### src/sv/mep_pkg.sv
`timescale 1ns / 1ps
// ----------------------------------------------------------------------------
// mep_pkg
// Shared types, constants and register codes of the escape-time pixel unit.
// ----------------------------------------------------------------------------
package mep_pkg;

	localparam int COORD_WIDTH_DEF = 32;
	localparam int FRAC_BITS_DEF   = 26;
	localparam int INDEX_WIDTH_DEF = 12;

	localparam int CFG_W      = 32;
	localparam int CFG_IDX_W  = 3;
	localparam int ITER_W     = 16;
	localparam int RGB_W      = 24;
	localparam int PAL_IDX_W  = 3;
	localparam int PAL_SIZE   = 8;
	localparam int ESC_R2     = 16;

	localparam logic [RGB_W-1:0] WHITE_RGB = 24'hFFFFFF;

	localparam logic [RGB_W-1:0] PAL_RGB [PAL_SIZE] = '{
		24'h04182B, 24'h5A8C8C, 24'hF2D99D, 24'h738585,
		24'hAB1111, 24'h04182B, 24'h5A8C8C, 24'hF2D99D
	};

	typedef enum logic [CFG_IDX_W-1:0] {
		REG_MIN_X       = 3'd0,
		REG_STEP_X      = 3'd1,
		REG_MIN_Y       = 3'd2,
		REG_STEP_Y      = 3'd3,
		REG_MAX_ITER    = 3'd4,
		REG_FIXED_COLOR = 3'd5
	} cfg_idx_t;

	localparam logic [CFG_W-1:0]  MIN_X_RST       = 32'hF800_0000;
	localparam logic [CFG_W-1:0]  STEP_X_RST      = 32'h0004_0000;
	localparam logic [CFG_W-1:0]  MIN_Y_RST       = 32'hF800_0000;
	localparam logic [CFG_W-1:0]  STEP_Y_RST      = 32'h0004_0000;
	localparam logic [ITER_W-1:0] MAX_ITER_RST    = 16'd256;
	localparam logic [RGB_W-1:0]  FIXED_COLOR_RST = 24'h000000;

	typedef struct packed {
		logic [CFG_W-1:0]  min_x;
		logic [CFG_W-1:0]  step_x;
		logic [CFG_W-1:0]  min_y;
		logic [CFG_W-1:0]  step_y;
		logic [ITER_W-1:0] max_iter;
		logic [RGB_W-1:0]  fixed_color;
	} cfg_regs_t;

	typedef struct packed {
		logic start;
		logic c_prod;
		logic c_sum;
		logic mul;
		logic step;
		logic load_out;
	} ctrl_cmd_t;

	typedef struct packed {
		logic zero_limit;
		logic escape;
		logic at_limit;
		logic out_free;
	} ctrl_stat_t;

endpackage

### src/sv/mep_cfg_regs.sv
`timescale 1ns / 1ps
// ----------------------------------------------------------------------------
// mep_cfg_regs
// Configuration register file, written through a plain indexed write port.
// ----------------------------------------------------------------------------
module mep_cfg_regs (
	input  logic                           clk,
	input  logic                           arst_n,
	input  logic                           cfg_wen,
	input  logic [mep_pkg::CFG_IDX_W-1:0]  cfg_index,
	input  logic [mep_pkg::CFG_W-1:0]      cfg_wdata,
	output mep_pkg::cfg_regs_t             cfg
);
	import mep_pkg::*;

	cfg_regs_t cfg_q;

	always_ff @(posedge clk or negedge arst_n) begin
		if (!arst_n) begin
			cfg_q.min_x       <= MIN_X_RST;
			cfg_q.step_x      <= STEP_X_RST;
			cfg_q.min_y       <= MIN_Y_RST;
			cfg_q.step_y      <= STEP_Y_RST;
			cfg_q.max_iter    <= MAX_ITER_RST;
			cfg_q.fixed_color <= FIXED_COLOR_RST;
		end else if (cfg_wen) begin
			unique case (cfg_index)
				REG_MIN_X:       cfg_q.min_x       <= cfg_wdata;
				REG_STEP_X:      cfg_q.step_x      <= cfg_wdata;
				REG_MIN_Y:       cfg_q.min_y       <= cfg_wdata;
				REG_STEP_Y:      cfg_q.step_y      <= cfg_wdata;
				REG_MAX_ITER:    cfg_q.max_iter    <= cfg_wdata[ITER_W-1:0];
				REG_FIXED_COLOR: cfg_q.fixed_color <= cfg_wdata[RGB_W-1:0];
				default: begin
				end
			endcase
		end
	end

	assign cfg = cfg_q;

endmodule

### config.mk
export PLATFORM = sky130hd
export DESIGN_NAME = mep_cfg_regs
export DESIGN_NICKNAME = d
export VERILOG_FILES = /design/src/sv/mep_pkg.sv /design/src/sv/mep_cfg_regs.sv
export SDC_FILE = /design/constraint.sdc
export NUM_CORES = 1
export LEC_CHECK = 0
export ABC_AREA = 1
export BUFFER_PORTS_ARGS = -buffer_cell sky130_fd_sc_hd__clkbuf_2
export CAP_MARGIN = 20
export CELL_PAD_IN_SITES_DETAIL_PLACEMENT = 1
export CELL_PAD_IN_SITES_GLOBAL_PLACEMENT = 1
export CORE_MARGIN = 5
export CORE_UTILIZATION = 34
export CTS_CLUSTER_SIZE = 25
export DETAILED_ROUTE_END_ITERATION = 12
export PLACE_DENSITY = 0.81
export SKIP_CTS_REPAIR_TIMING = 1
export SYNTH_ARGS = -nofsm -noshare
export SYNTH_HDL_FRONTEND = slang
export SYNTH_SLANG_ARGS = --single-unit
### constraint.sdc
create_clock -name clk -period 0.8 [get_ports clk]
set_clock_uncertainty 0.15 [all_clocks]
set_input_delay 0.04 -clock clk [delete_from_list [all_inputs] [get_ports clk]]
set_output_delay 0.04 -clock clk [all_outputs]
set_load 0.03 [all_outputs]
==> metrics.md <==
| Metric | Value |
|---|---|
| Leakage | 0.00571 uW |
| Status | finished, violations left |
| CP Cell Sequence | buf_6 |
| Pwr dens | about 2800 nW/um^2 |
| Largest net degree at the start of global routing | 29 |
| Slew @ Worst Pin | 0.335 ns |
| Final min period | 1.29 ns |
| 1st-iter DRT viols | 261 |
| Die height | 149 um |
| Slowest CP cell | dfstp_2 |
| Width of the chip | 149 um |
| Nets@finish | 1090 |
| CTS Buffer Depth | 2 |
| Critical path endpoint category | output pin |
| Number of cells produced by synthesis | 736 |
| Flop and latch count out of synthesis | approximately 170 |
| Synth cell types | 11 |
| Antenna viol nets, final | 0 |
| Failing checks | negative hold slack, negative setup slack |
| Placer's final routability congestion estimate | 0.807 |
| Mapped Nets | 774 |
| Setup Viol. Count Final | 257 |
| GRT Resource Usage Total | 20.5% |
| DR vias/cell | 4.89 |
| Final Slew Violations | 0 |
| Cts bufs inserted | 17 |
| Largest register FFs | around 170 |
| Startpoint Class | register |
| Grt total ovfl | 0 |
| Setup ws final | -0.494 ns |
| PortBufs | about 210 |
| WHS | -0.653 ns |
| Maximum VDD drop | 1.45 mV |
| Top delay family on crit path | flip-flops |
| Synth cell count leaders | nand2_1, dfrtp_1, nand3_1 |
| Placeable Area | 18800 sq um |
| First-pass GRT wire length | 35500 um |
| DRT Pass-1 Iters | 5 |
| Wire per inst | 20.5 um |
| Drt total wl | 27200 um |
| Worst-path clk slew | 0.07 ns |
| Synth async-reset ratio | 100% |
| Clock sink count | 168 |
| Die area | between 20000 and 25000 sq um |
| Area leader, netlist | dfrtp_1 |
| Top cells by area, synth | dfrtp_1, nand2_1, nand3_1 |
| Reg2reg path depth | 4 |
| Crit path max fanout | 2 |
| Syn avg cell area | ~8.9 sq um |
| FP Rows | 50 |
| Layout cells sized above 1 | ~45% |
| Synth Warn # | 0 |
| Slew HR | 77.7% |
| Most frequent cell after synthesis | nand2_1 |
| Area delta synth->final | 68.7% |
| Reg-to-reg critical path endpoint | cfg[49] |
| RR Startpoint | cfg[49] |
| H-tree level count | 4 |
| Achievable frequency | 0.773 GHz |
| CTS tree | yes |
| DP Area | 8370 sq um |
| Mapped Area | 6530 sq um |
| Top_reg_cell synth | dfrtp_1 |
| Worst endpoint required time | a little over 0.6 ns |
| Hold Fails Final Rpt | 202 |
| Fill cells | 2082 |
| Critical path arrival | 1.10 ns |
| Sequential element share of the synthesized area | 64.7% |
| Bufs and invs on worst path | 1 |
| Post-DP HPWL | 16300 um |
| Slowest cell delay on critical path | between 0.5 and 0.6 ns |
| Critical path class | register to output pin |
| R2R setup slack | -0.21 ns |
| Starting Density | 34.7% |
| Final non-filler cell area | 11000 sq um |
| Post-synth EDFFs | 0 |
| ANT cells | 0 |
| Via count | around 6.5k |
| Utilization after layout | about three fifths |
| Synth top area share | 59.4% |
| Max Cap Viol | 0 |
| Unrepaired setup endpoints after global routing | yes |
| Fin crit share | 162% |
| Hold Path Class | input port to asynchronous set/reset pin |
| Clk root buf | clkbuf_16 |
| Vias in the first global route | ~6.4k |
| # DRC | 0 |
| Worst-skew pair later-pin latency | 0.41 ns |
| IO Count | ~210 |
| Initial antenna violation count | 0 |
## report_power, final
group	total [uW]	leakage, uW	switching, uW	internal, uW
Combinational	11000	0.00342	6180	4790
Sequential	11700	0.00202	1430	10300
Clock	8120	0.000273	3380	4740
## cell type report
class                           count  area, sq um  share of cell area [%]
Clock buffer                       23          468                    4.25
Clock inverter                      7         95.1                   0.864
Inverter                            6         30.0                   0.273
Multi-Input combinational cell    521         2340                    21.2
Sequential cell                   168         4290                    38.9
Tap cell                          260          325                    2.95
Timing Repair Buffer              338         3470                    31.5
## kinds of logic (layout without fill, tap and decap cells)
| logic type | after synthesis | after routing | share of synthesized area [%] |
|---|---|---|---|
| buffers and inverters | 48 | 374 | 3.09 |
| DFF | 168 | 168 | 64.7 |
| and+or+nand+nor | 520 | 521 | 32.2 |
## layer usage
layer  wire [um]  vias to the layer above  global-route usage [%]  part of all wire (%)
met5           0                        -                       0                     0
met4         850                        0                    6.79                   3.1
met3        1330                       52                    4.36                   4.9
met2       14600                      194                    34.8                    54
met1       10400                     3280                    26.1                    38
li1            -                     2946                       -                     -
## worst max-delay path by stage
stage / start / endpoint / slack [ns] / depth (start not counted)
global placement: cfg_index[0] / cfg[147] / -0.46 / 7
finish: cfg[167] / cfg[167] / -0.49 / 1
global route: cfg[100] / cfg[100] / -0.53 / 1
detailed placement: cfg_index[0] / cfg[148] / -0.47 / 7
floorplan: cfg_index[2] / cfg[41] / -0.13 / 5
CTS: cfg[164] / cfg[164] / -0.58 / 1
## metrics by stage
step | hold WS (ns) | power [uW] | setup TNS [ns] | std cells | setup WS [ns]
2_1_floorplan | -0.406 | 16000 | -14.43 | 736 | -0.129
3_3_place_gp | -0.200 | 18800 | -62.51 | 1211 | -0.459
3_5_place_dp | -0.205 | 19100 | -64.45 | 1211 | -0.469
4_1_cts | -0.654 | 27100 | -71.25 | 1241 | -0.584
5_1_grt | -0.651 | 32200 | -78.02 | 1323 | -0.534
6_report | -0.653 | 30800 | -68.41 | 1323 | -0.494
## cells in the final DEF, fill, tap and decap left out
cell           netlist  final
nand2_2              0     53
inv_1                2      2
inv_4                0      1
dfrtp_2              0     54
buf_8                0      2
dlygate4sd3_1        0     27
clkbuf_16            0     19
clkinv_2             0      2
nand3_1            112    112
clkinv_4             0      1
dfstp_2             13     13
clkbuf_1            25      4
nor2_2               2      1
clkbuf_2             0     34
clkinvlp_4           0      1
buf_6                0    199
inv_2                4      2
inv_6                0      2
buf_12               0     12
bufinv_16            0      2
nand2_1            402    343
dfrtp_1            155    101
nand2_4              0      5
nor2_4               1      5
nand2_8              0      2
clkbuf_4             0      1
clkbuf_8             0      2
buf_4                0     61
(Power assumes the default switching activity.)
