## src/sv/mep_pkg.sv

```systemverilog
`timescale 1ns / 1ps
// ----------------------------------------------------------------------------
// mep_pkg
// Shared types, constants and register codes of the escape-time pixel unit.
// ----------------------------------------------------------------------------
package mep_pkg;

	localparam int COORD_WIDTH_DEF = 32;
	localparam int FRAC_BITS_DEF   = 26;
	localparam int INDEX_WIDTH_DEF = 12;

	localparam int CFG_W      = 32;
	localparam int CFG_IDX_W  = 3;
	localparam int ITER_W     = 16;
	localparam int RGB_W      = 24;
	localparam int PAL_IDX_W  = 3;
	localparam int PAL_SIZE   = 8;
	localparam int ESC_R2     = 16;

	localparam logic [RGB_W-1:0] WHITE_RGB = 24'hFFFFFF;

	localparam logic [RGB_W-1:0] PAL_RGB [PAL_SIZE] = '{
		24'h04182B, 24'h5A8C8C, 24'hF2D99D, 24'h738585,
		24'hAB1111, 24'h04182B, 24'h5A8C8C, 24'hF2D99D
	};

	typedef enum logic [CFG_IDX_W-1:0] {
		REG_MIN_X       = 3'd0,
		REG_STEP_X      = 3'd1,
		REG_MIN_Y       = 3'd2,
		REG_STEP_Y      = 3'd3,
		REG_MAX_ITER    = 3'd4,
		REG_FIXED_COLOR = 3'd5
	} cfg_idx_t;

	localparam logic [CFG_W-1:0]  MIN_X_RST       = 32'hF800_0000;
	localparam logic [CFG_W-1:0]  STEP_X_RST      = 32'h0004_0000;
	localparam logic [CFG_W-1:0]  MIN_Y_RST       = 32'hF800_0000;
	localparam logic [CFG_W-1:0]  STEP_Y_RST      = 32'h0004_0000;
	localparam logic [ITER_W-1:0] MAX_ITER_RST    = 16'd256;
	localparam logic [RGB_W-1:0]  FIXED_COLOR_RST = 24'h000000;

	typedef struct packed {
		logic [CFG_W-1:0]  min_x;
		logic [CFG_W-1:0]  step_x;
		logic [CFG_W-1:0]  min_y;
		logic [CFG_W-1:0]  step_y;
		logic [ITER_W-1:0] max_iter;
		logic [RGB_W-1:0]  fixed_color;
	} cfg_regs_t;

	typedef struct packed {
		logic start;
		logic c_prod;
		logic c_sum;
		logic mul;
		logic step;
		logic load_out;
	} ctrl_cmd_t;

	typedef struct packed {
		logic zero_limit;
		logic escape;
		logic at_limit;
		logic out_free;
	} ctrl_stat_t;

endpackage

```

## src/sv/mep_ctrl.sv

```systemverilog
`timescale 1ns / 1ps
// ----------------------------------------------------------------------------
// mep_ctrl
// Sequencer: point forming, multiply / step loop, result hand-off.
// ----------------------------------------------------------------------------
module mep_ctrl (
	input  logic                 clk,
	input  logic                 arst_n,
	input  logic                 in_valid,
	output logic                 in_ready,
	input  mep_pkg::ctrl_stat_t  stat,
	output mep_pkg::ctrl_cmd_t   cmd
);
	import mep_pkg::*;

	typedef enum logic [5:0] {
		S_IDLE   = 6'b000001,
		S_CPROD  = 6'b000010,
		S_CSUM   = 6'b000100,
		S_MUL    = 6'b001000,
		S_STEP   = 6'b010000,
		S_FINISH = 6'b100000
	} state_t;

	state_t state_q, state_d;

	always_comb begin
		state_d      = state_q;
		cmd          = '0;
		in_ready     = 1'b0;
		unique case (state_q)
			S_IDLE: begin
				in_ready = 1'b1;
				if (in_valid) begin
					cmd.start = 1'b1;
					state_d   = S_CPROD;
				end
			end
			S_CPROD: begin
				cmd.c_prod = 1'b1;
				state_d    = S_CSUM;
			end
			S_CSUM: begin
				cmd.c_sum = 1'b1;
				state_d   = stat.zero_limit ? S_FINISH : S_MUL;
			end
			S_MUL: begin
				cmd.mul = 1'b1;
				state_d = S_STEP;
			end
			S_STEP: begin
				cmd.step = 1'b1;
				state_d  = (stat.escape || stat.at_limit) ? S_FINISH : S_MUL;
			end
			S_FINISH: begin
				if (stat.out_free) begin
					cmd.load_out = 1'b1;
					state_d      = S_IDLE;
				end
			end
			default: begin
				state_d = S_IDLE;
			end
		endcase
	end

	always_ff @(posedge clk or negedge arst_n) begin
		if (!arst_n) begin
			state_q <= S_IDLE;
		end else begin
			state_q <= state_d;
		end
	end

`ifndef SYNTHESIS
	a_load_free: assert property (@(posedge clk) disable iff (!arst_n)
		cmd.load_out |-> stat.out_free)
		else $error("result loaded over a waiting result");

	a_loop_on: assert property (@(posedge clk) disable iff (!arst_n)
		(state_q == S_STEP && !stat.escape && !stat.at_limit) |=> state_q == S_MUL)
		else $error("loop left before escape or limit");

	a_zero_limit: assert property (@(posedge clk) disable iff (!arst_n)
		(state_q == S_CSUM && stat.zero_limit) |=> state_q == S_FINISH)
		else $error("zero step limit ran a step");
`endif

endmodule

```

## config.mk

```make
export PLATFORM = sky130hd
export DESIGN_NAME = mep_ctrl
export DESIGN_NICKNAME = d
export VERILOG_FILES = /design/src/sv/mep_pkg.sv /design/src/sv/mep_ctrl.sv
export SDC_FILE = /design/constraint.sdc
export NUM_CORES = 1
export LEC_CHECK = 0
export BUFFER_PORTS_ARGS = -buffer_cell sky130_fd_sc_hd__buf_2
export CORE_AREA = 2 2 39 41
export CTS_BUF_LIST = sky130_fd_sc_hd__clkbuf_2
export DETAILED_ROUTE_END_ITERATION = 10
export DIE_AREA = 0 0 41 43
export PLACE_DENSITY = 0.49
export SYNTH_ARGS = -nofsm -noshare
export SYNTH_HDL_FRONTEND = slang
export SYNTH_SLANG_ARGS = --single-unit
```

## constraint.sdc

```tcl
create_clock -name clk -period 1.85 [get_ports clk]
set_input_delay 0.185 -clock clk [delete_from_list [all_inputs] [get_ports clk]]
set_output_delay 0.185 -clock clk [all_outputs]
set_load 0.05 [all_outputs]
```

==> results.toml, run 1 <==
[worst_hold_path]
min_path_type = "in2reg"

[detailed_routing]
drt-wirelength-per-cell_microns = 10.6
drt_iter0_drc = 8
wl_microns = 845
viasPerCell = 4.80
ant_nets = 0
drtPass1Iterations = 4
drc_errors = 0
vias = 384

[timing]
hold_viol_final = 0
fin_crit_sh = 0.972
finalCriticalPeriod_ns = 1.80
drv_slew = 0
clock_skew_ns = 0.00519
max_clock_freq_mhz = 556
whs_ns = 0.155
setup_viol = 0
tightest_slew_ns = 0.356
relSlewSlack = 0.761
grt_setup_unrepaired = "yes"

[worst_setup_path]
critPathMaxFanout = 5
rrSetupSlack_ns = 0.37
crit-reg2reg-launch = "state_q[5]"
critPathCapture = "cmd[5]"
crit_required_ns = 1.66
end_kind = "output port"
ff2ff_path_depth = 3
worstPathArrival_ns = 1.61
r2r_end = "state_q[0]"
setup.worst_path.class = "reg2out"
start_kind = "flop"
critPathLaunch = "state_q[5]"

[finish]
fin_area_sq_um = 592
area_growth_pct = 49.7
drive_gt1_frac = 0.578
nets = 72
largest_reg_flops = 6
final_cell_mix = "11 x buf_2, 9 x buf_4, 4 x and2_1, 4 x clkbuf_2, 4 x dfrtp_1"
layout_commonest_cell = "buf_2"
diodes = 0
fill_cells = 147
utilization = 0.428
top_register = "state_q"
biggestRegsByFlops = "state_q: 6 flops"

[pwr]
power.share.combinational = 0.631
p_seq_frac = 0.246
power.internal_uw = 465
vdd_drop_max_mv = 0.499
p_clk_frac = 0.123
cellLeakagePower_nw = 0.307
switching_share = 0.458
p_switching_uw = 393
power.density_nw_per_um2 = 1450
total_power_uw = 858

[global_route]
antenna_found_initial = 0
grt_overflow = 0
grt_pass1_vias = 360
use_met2 = 0.184
grt_use_met3 = 0.0785
grt_util_met1 = 0.140
grt_pass1_wl_mm = 1.43
track_usage = 0.124
grt.busiest_layer = "met2"
grt_max_degree = 9

[placed_design]
placed_area_sq_um = 504
port_buffers = 13
gp_congestion = 0.683
dp_hpwl_microns = 641

[clocking]
clock-root-buffer = "clkbuf_2"
clk_path_buf_depth = 2
cts_inserted_buffers = 3
cts_tree = "yes"
clock_latency_ns = 0.23
clock-sinks = 6
h-tree-depth = 1
cts.clk_slew.worst_paths_ns = 0.06

[yosys]
synth.ff_latch_count = 6
synth_top_family_by_area = "simple AND/OR/NAND/NOR gates"
ys_seq_area_frac = 0.383
postSynthAreaPerCell_sq_um = 9.88
syn_nets = 47
synth_fa_ha_area_frac = 0
synth_compound_area_frac = 0.146
ys_warn_count = 0
yosys.area_share.simple = 0.411
netlist_area_sq_um = 395
muxShareOfSynthArea = 0
synth_xor_area_frac = 0.0222
ys_types = 24
netlist_instances = 40

[flow_run]
cap_violations = 0

[die]
start_util = 0.286
fp.dieW_microns = 41
core_sq_um = 1380
io_pins = 14
rows = 14
die_area_sq_um = 1760
die_h_microns = 43

[outcome]
status = "complete, no violations"
==> what timing repair did <==
action | in CTS | in global routing
hold buffers | 1 | 0
resized for setup | 3 | 3
endpoints found under the setup margin | 2 | 5
buffers inserted | 2 | 3
endpoints found under the hold margin | 6 | 0
pin swaps | 1 | 1
==> routing by layer <==
metal  up-vias  part of all wire
met5         -                 0
met4         0             0.015
met3         2             0.095
met2        20              0.49
met1       167              0.40
li1        195                 -
==> Yosys cell counts <==
library cell  number  area (sq um)
a22o_1             1          8.76
and2_1             5          31.3
and3_1             1          6.26
clkbuf_1           2          7.51
dfrtp_1            5           125
dfstp_2            1          26.3
inv_1              2          7.51
nand2_1            1          3.75
nand3_1            2          10.0
nor2_1             3          11.3
nor2_4             1          11.3
nor2b_1            2          12.5
nor3_1             2          10.0
nor3b_2            2          25.0
nor4_2             1          12.5
nor4b_1            1          8.76
o211ai_1           1          7.51
o21ai_0            1          5.00
o2bb2ai_1          1          8.76
o311a_2            1          11.3
o32ai_2            1          16.3
or2b_2             1          8.76
or4_4              1          11.3
xnor2_1            1          8.76
==> worst min-delay path by stage <==
stage	end	start	slack [ns]	depth (start not counted)
CTS	state_q[0]	in_valid	0.15	2
global placement	state_q[3]	arst_n	0.01	1
detailed placement	state_q[3]	arst_n	0.01	1
floorplan	state_q[1]	arst_n	-0.11	0
global route	state_q[0]	in_valid	0.15	2
finish	state_q[0]	in_valid	0.15	2
==> cells by family after synthesis <==
| logic type | count (synthesis) |
|---|---|
| XOR/XNOR | 1 |
| flip-flops | 6 |
| buffers and inverters | 4 |
| AND/OR/NAND/NOR | 23 |
| AO/OA/AOI/OAI | 6 |
==> critical path, stage by stage, from the launching register on <==
cell and delay [ns]:
dfrtp_1 0.41, or4_4 0.58, nor2_4 0.11, and2_4 0.15
buf_8 0.13
==> power groups by stage <==
stage	clock network [mW]	logic [mW]	registers [mW]
after global routing	0.117	0.581	0.217
after detailed placement	0	0.490	0.208
after CTS	0.110	0.534	0.209
after floorplan	0	0.422	0.186
final	0.106	0.541	0.211
after global placement	0	0.491	0.211
==> through the flow <==
stage                     TNS [ns]  setup slack (ns)  instances
after global placement           0             0.151         70
after global routing       -0.0504           -0.0396         80
after detailed placement         0             0.153         70
final                            0            0.0513         80
after CTS                        0            0.0222         77
after floorplan                  0           0.00745         40
==> cell type report <==
class                           count  area, sq um  share of cell area
Multi-Input combinational cell     30          244               0.412
Clock buffer                        4         20.0              0.0338
Sequential cell                     6          153               0.258
Timing Repair Buffer               22          148               0.249
Tap cell                           16         20.0              0.0338
Inverter                            2         7.51              0.0127
(Power assumes the default switching activity.)
==> run 2, diff against run 1 <==
- REMOVE_ABC_BUFFERS: not set -> 1
==> results.toml, run 2 (synthesis results as in run 1) <==
[outcome]
status = "complete, no violations"

[global_route]
track_usage = 0.119
grt_pass1_wl_mm = 1.36
grt_pass1_vias = 328
grt_max_degree = 9
grt_overflow = 0
antenna_found_initial = 0

[clocking]
cts_inserted_buffers = 3
h-tree-depth = 1
clock_latency_ns = 0.23
clock-sinks = 6
clk_path_buf_depth = 2
clock-root-buffer = "clkbuf_2"
cts.clk_slew.worst_paths_ns = 0.07
cts_tree = "yes"

[placed_design]
dp_slack_ns = 0.156
gp_congestion = 0.669
dp_cells = 67
placed_area_sq_um = 473
dp_hpwl_microns = 631
port_buffers = 13

[detailed_routing]
vias = 364
maxUsedRoutingLayer = "met3"
wl_met1_microns = 377
drt_iter0_drc = 6
met2_wirelength_microns = 454
drc_errors = 0
wl_met3_microns = 47
wl_microns = 879
ant_nets = 0
viasPerCell = 4.92
drt-wirelength-per-cell_microns = 11.9
drtPass1Iterations = 3

[worst_setup_path]
start_kind = "flop"
critPathMaxFanout = 4
slowest_stage = "or4_4"
end_kind = "output port"
crit_required_ns = 1.66
crit_family = "simple AND/OR/NAND/NOR gates"
setup.worst_path.class = "reg2out"
cp_num_buf_inv = 1
worstPathArrival_ns = 1.66
path_cells = "or4_4 > nor2_4 > and2_1 > buf_6"
cp_slowest_stage_delay_ns = 0.60

[pwr]
cellLeakagePower_nw = 0.273
vdd_drop_max_mv = 0.613
total_power_uw = 828
power.density_nw_per_um2 = 1520

[timing]
finalCriticalPeriod_ns = 1.85
setup_viol = 0
max_clock_freq_mhz = 541
clock_skew_ns = 0.00633
drv_slew = 0
relSlewSlack = 0.738
grt_setup_unrepaired = "yes"
tightest_slew_ns = 0.390
fin_crit_sh = 1.00
setup_slack_ns = 0.000213
hold_viol_final = 0

[die]
core_sq_um = 1380
die_h_microns = 43
fp.dieW_microns = 41
die_area_sq_um = 1760
rows = 14
io_pins = 14
start_util = 0.286

[finish]
fin_area_sq_um = 547
final_cell_mix = "10 x buf_2, 5 x and2_1, 4 x clkbuf_2, 4 x dfrtp_1, 3 x nor2_1"
instances_no_fill = 74
area_growth_pct = 38.3
largest_reg_flops = 6
top_register = "state_q"
drive_gt1_frac = 0.517
nets = 66
biggestRegsByFlops = "state_q: 6 flops"
layout_commonest_cell = "buf_2"
diodes = 0

[flow_run]
cap_violations = 0

[worst_hold_path]
min_path_type = "in2reg"
-- run 2: cell count changes in the layout (fill, tap and decap cells not counted), sizes merged --
cell and change:
buf -7, clkbuf +1
-- run 2: where the power goes --
group / internal, mW / leakage (nW) / total [mW] / switching (mW)
registers: 0.172 / 0.0774 / 0.241 / 0.0691
logic: 0.206 / 0.179 / 0.475 / 0.269
clock network: 0.0574 / 0.0166 / 0.113 / 0.0552
-- run 2: cell type report --
class	instances	area (sq um)
clock buffer	4	20.0
inverter	2	7.51
fill	139	837
sequential	6	153
tap	16	20.0
multi-input combinational	30	241
timing repair buffer	16	105
-- run 2: worst reg2reg max path, delay by kind of cell, from the launching register on --
| kind | cells | cell delay (ns) |
|---|---|---|
| AOI/OAI and AO/OA | 1 | 0.25 |
| and+or+nand+nor | 1 | 0.60 |
| DFF | 1 | 0.43 |
| buffers and inverters | 1 | 0.17 |
-- run 2: layer usage --
layer / vias to the layer above / track usage
met5: - / 0
met4: 0 / 0.0600
met3: 0 / 0.0628
met2: 12 / 0.159
met1: 172 / 0.152
li1: 180 / -
-- run 2: worst paths after layout --
| kind | cells after the start | endpoint | start | slack [ns] |
|---|---|---|---|---|
| max | 4 | cmd[5] | state_q[4] | 0.0002 |
| min | 2 | state_q[0] | in_valid | 0.15 |
| max reg2reg | 3 | state_q[0] | state_q[4] | 0.32 |
| min reg2reg | 3 | state_q[5] | state_q[4] | 0.64 |
| max in group asynchronous | 2 | state_q[0] | arst_n | 1.33 |
| min in group asynchronous | 2 | state_q[3] | arst_n | 0.29 |
-- run 2: what timing repair did --
item | in CTS | in global routing
endpoints found under the setup margin | 3 | 6
pin swaps | 0 | 2
hold buffers | 1 | 0
buffers inserted | 0 | 2
hold endpoints to repair | 6 | 0
resized for setup | 2 | 6
-- run 2: through the flow --
stage | util | hold WS [ns] | TNS (ns)
4_1_cts | 0.367 | 0.144 | -0.0516
6_report | 0.395 | 0.146 | 0
3_3_place_gp | 0.342 | 0.0186 | 0
2_1_floorplan | - | -0.111 | -0.129
3_5_place_dp | 0.342 | 0.0117 | 0
5_1_grt | 0.395 | 0.137 | -0.240
==> run 3, diff against run 2 <==
- PLACE_DENSITY: 0.49 -> 0.51
- clock period: 1.85 -> 1.57 ns (I/O delays scaled with it)
==> results.toml, run 3 (synthesis results as in run 1) <==
[worst_setup_path]
ff2ff_path_depth = 3
slowest_stage = "or4_4"
cp_num_buf_inv = 1
rrSetupSlack_ns = 0.10
setup.worst_path.class = "reg2out"
r2r_end = "state_q[0]"
crit_family = "simple AND/OR/NAND/NOR gates"
end_kind = "output port"
crit-reg2reg-launch = "state_q[5]"
cp_slowest_stage_delay_ns = 0.58
critPathMaxFanout = 4
path_cells = "or4_4 > nor3b_2 > buf_6"
start_kind = "flop"
worstPathArrival_ns = 1.58
crit_required_ns = 1.41

[pwr]
p_clk_frac = 0.118
power.internal_uw = 599
vdd_drop_max_mv = 0.642
p_switching_uw = 497
power.density_nw_per_um2 = 1670
cellLeakagePower_nw = 0.319
power.share.combinational = 0.655
p_seq_frac = 0.226
switching_share = 0.453

[finish]
utilization = 0.476
multi_input_area_sq_um = 272
fin_area_sq_um = 658
fill_cells = 136
nets = 72
seqCellArea_sq_um = 151
final_cell_mix = "7 x buf_2, 7 x buf_4, 5 x dfrtp_1"
drive_gt1_frac = 0.625
top_register = "state_q"
diodes = 0
biggestRegsByFlops = "state_q: 6 flops"
largest_reg_flops = 6
area_growth_pct = 66.5

[clocking]
clock-root-buffer = "clkbuf_2"
h-tree-depth = 1
clock-sinks = 6
cts_tree = "yes"
cts.clk_slew.worst_paths_ns = 0.07
cts_inserted_buffers = 3
clock_latency_ns = 0.22
clk_path_buf_depth = 2

[die]
rows = 14
die_h_microns = 43
start_util = 0.286
core_sq_um = 1380
die_area_sq_um = 1760
io_pins = 14
fp.dieW_microns = 41

[worst_hold_path]
hold_end = "state_q[0]"
min_path_type = "in2reg"
hold_start = "in_valid"
hold_path_depth = 2

[placed_design]
gp_congestion = 0.653
dp_hpwl_microns = 719
dp_slack_ns = -0.0186
port_buffers = 13
placed_area_sq_um = 533

[global_route]
grt_overflow = 0
grt_pass1_vias = 341
antenna_found_initial = 0
track_usage = 0.130
grt_pass1_wl_mm = 1.43
grt_max_degree = 7

[detailed_routing]
drtPass1Iterations = 2
wl_microns = 953
drt-wirelength-per-cell_microns = 11.9
drc_errors = 0
vias = 382
viasPerCell = 4.78
ant_nets = 0
drt_iter0_drc = 1

[timing]
max_clock_freq_mhz = 575
setup_slack_ns = -0.169
clock_skew_ns = 0.00172
tightest_slew_ns = 0.299
finalCriticalPeriod_ns = 1.74
setup_viol = 4
grt_setup_unrepaired = "yes"
fin_crit_sh = 1.11
relSlewSlack = 0.799
hold_viol_final = 0
drv_slew = 0

[outcome]
status = "finished with violations"
violations = "setup timing"

[flow_run]
cap_violations = 0
==> run 3: layout make-up <==
| cell class | instances | share of cell area |
|---|---|---|
| multi-input combinational | 30 | 0.413 |
| timing repair buffer | 22 | 0.285 |
| sequential | 6 | 0.230 |
| clock buffer | 4 | 0.0304 |
| tap | 16 | 0.0304 |
| inverter | 2 | 0.0114 |
==> run 3: per-layer routing <==
metal	track usage	vias up	part of all wire
met5	0	-	0
met3	0.0838	2	0.064
met1	0.143	175	0.42
met4	0.0600	0	0.014
li1	-	191	-
met2	0.188	14	0.50
==> run 3: repair_timing <==
action	4_1_cts	5_1_grt
setup endpoints to repair	7	7
hold buffers	1	0
buffers inserted	0	2
pin swaps	5	6
endpoints found under the hold margin	6	0
gates resized for setup	17	8
==> run 3: metrics by stage <==
stage	std cells	hold WS [ns]	setup TNS, ns	power [mW]
after floorplan	38	-0.139	-0.633	0.671
after global placement	75	-0.0168	-0.0115	0.845
after detailed placement	75	-0.0129	-0.0186	0.841
after CTS	80	0.126	-0.551	1.08
after global routing	80	0.125	-1.13	1.18
final	80	0.129	-0.493	1.10
==> run 3: how the worst max path moves through the flow <==
stage | startpoint | cells past startpoint | to | slack [ns]
2_1_floorplan | state_q[4] | 3 | cmd[5] | -0.38
3_3_place_gp | state_q[5] | 4 | cmd[5] | -0.01
5_1_grt | state_q[5] | 4 | cmd[5] | -0.27
6_report | state_q[5] | 3 | cmd[4] | -0.17
4_1_cts | state_q[4] | 3 | cmd[4] | -0.19
3_5_place_dp | state_q[5] | 4 | cmd[5] | -0.02
==> run 3: power groups by stage <==
stage | combinational (mW) | clock [mW] | sequential, mW
floorplan | 0.410 | 0 | 0.261
global placement | 0.607 | 0 | 0.238
detailed placement | 0.607 | 0 | 0.234
CTS | 0.697 | 0.134 | 0.247
global route | 0.777 | 0.148 | 0.254
finish | 0.719 | 0.130 | 0.248
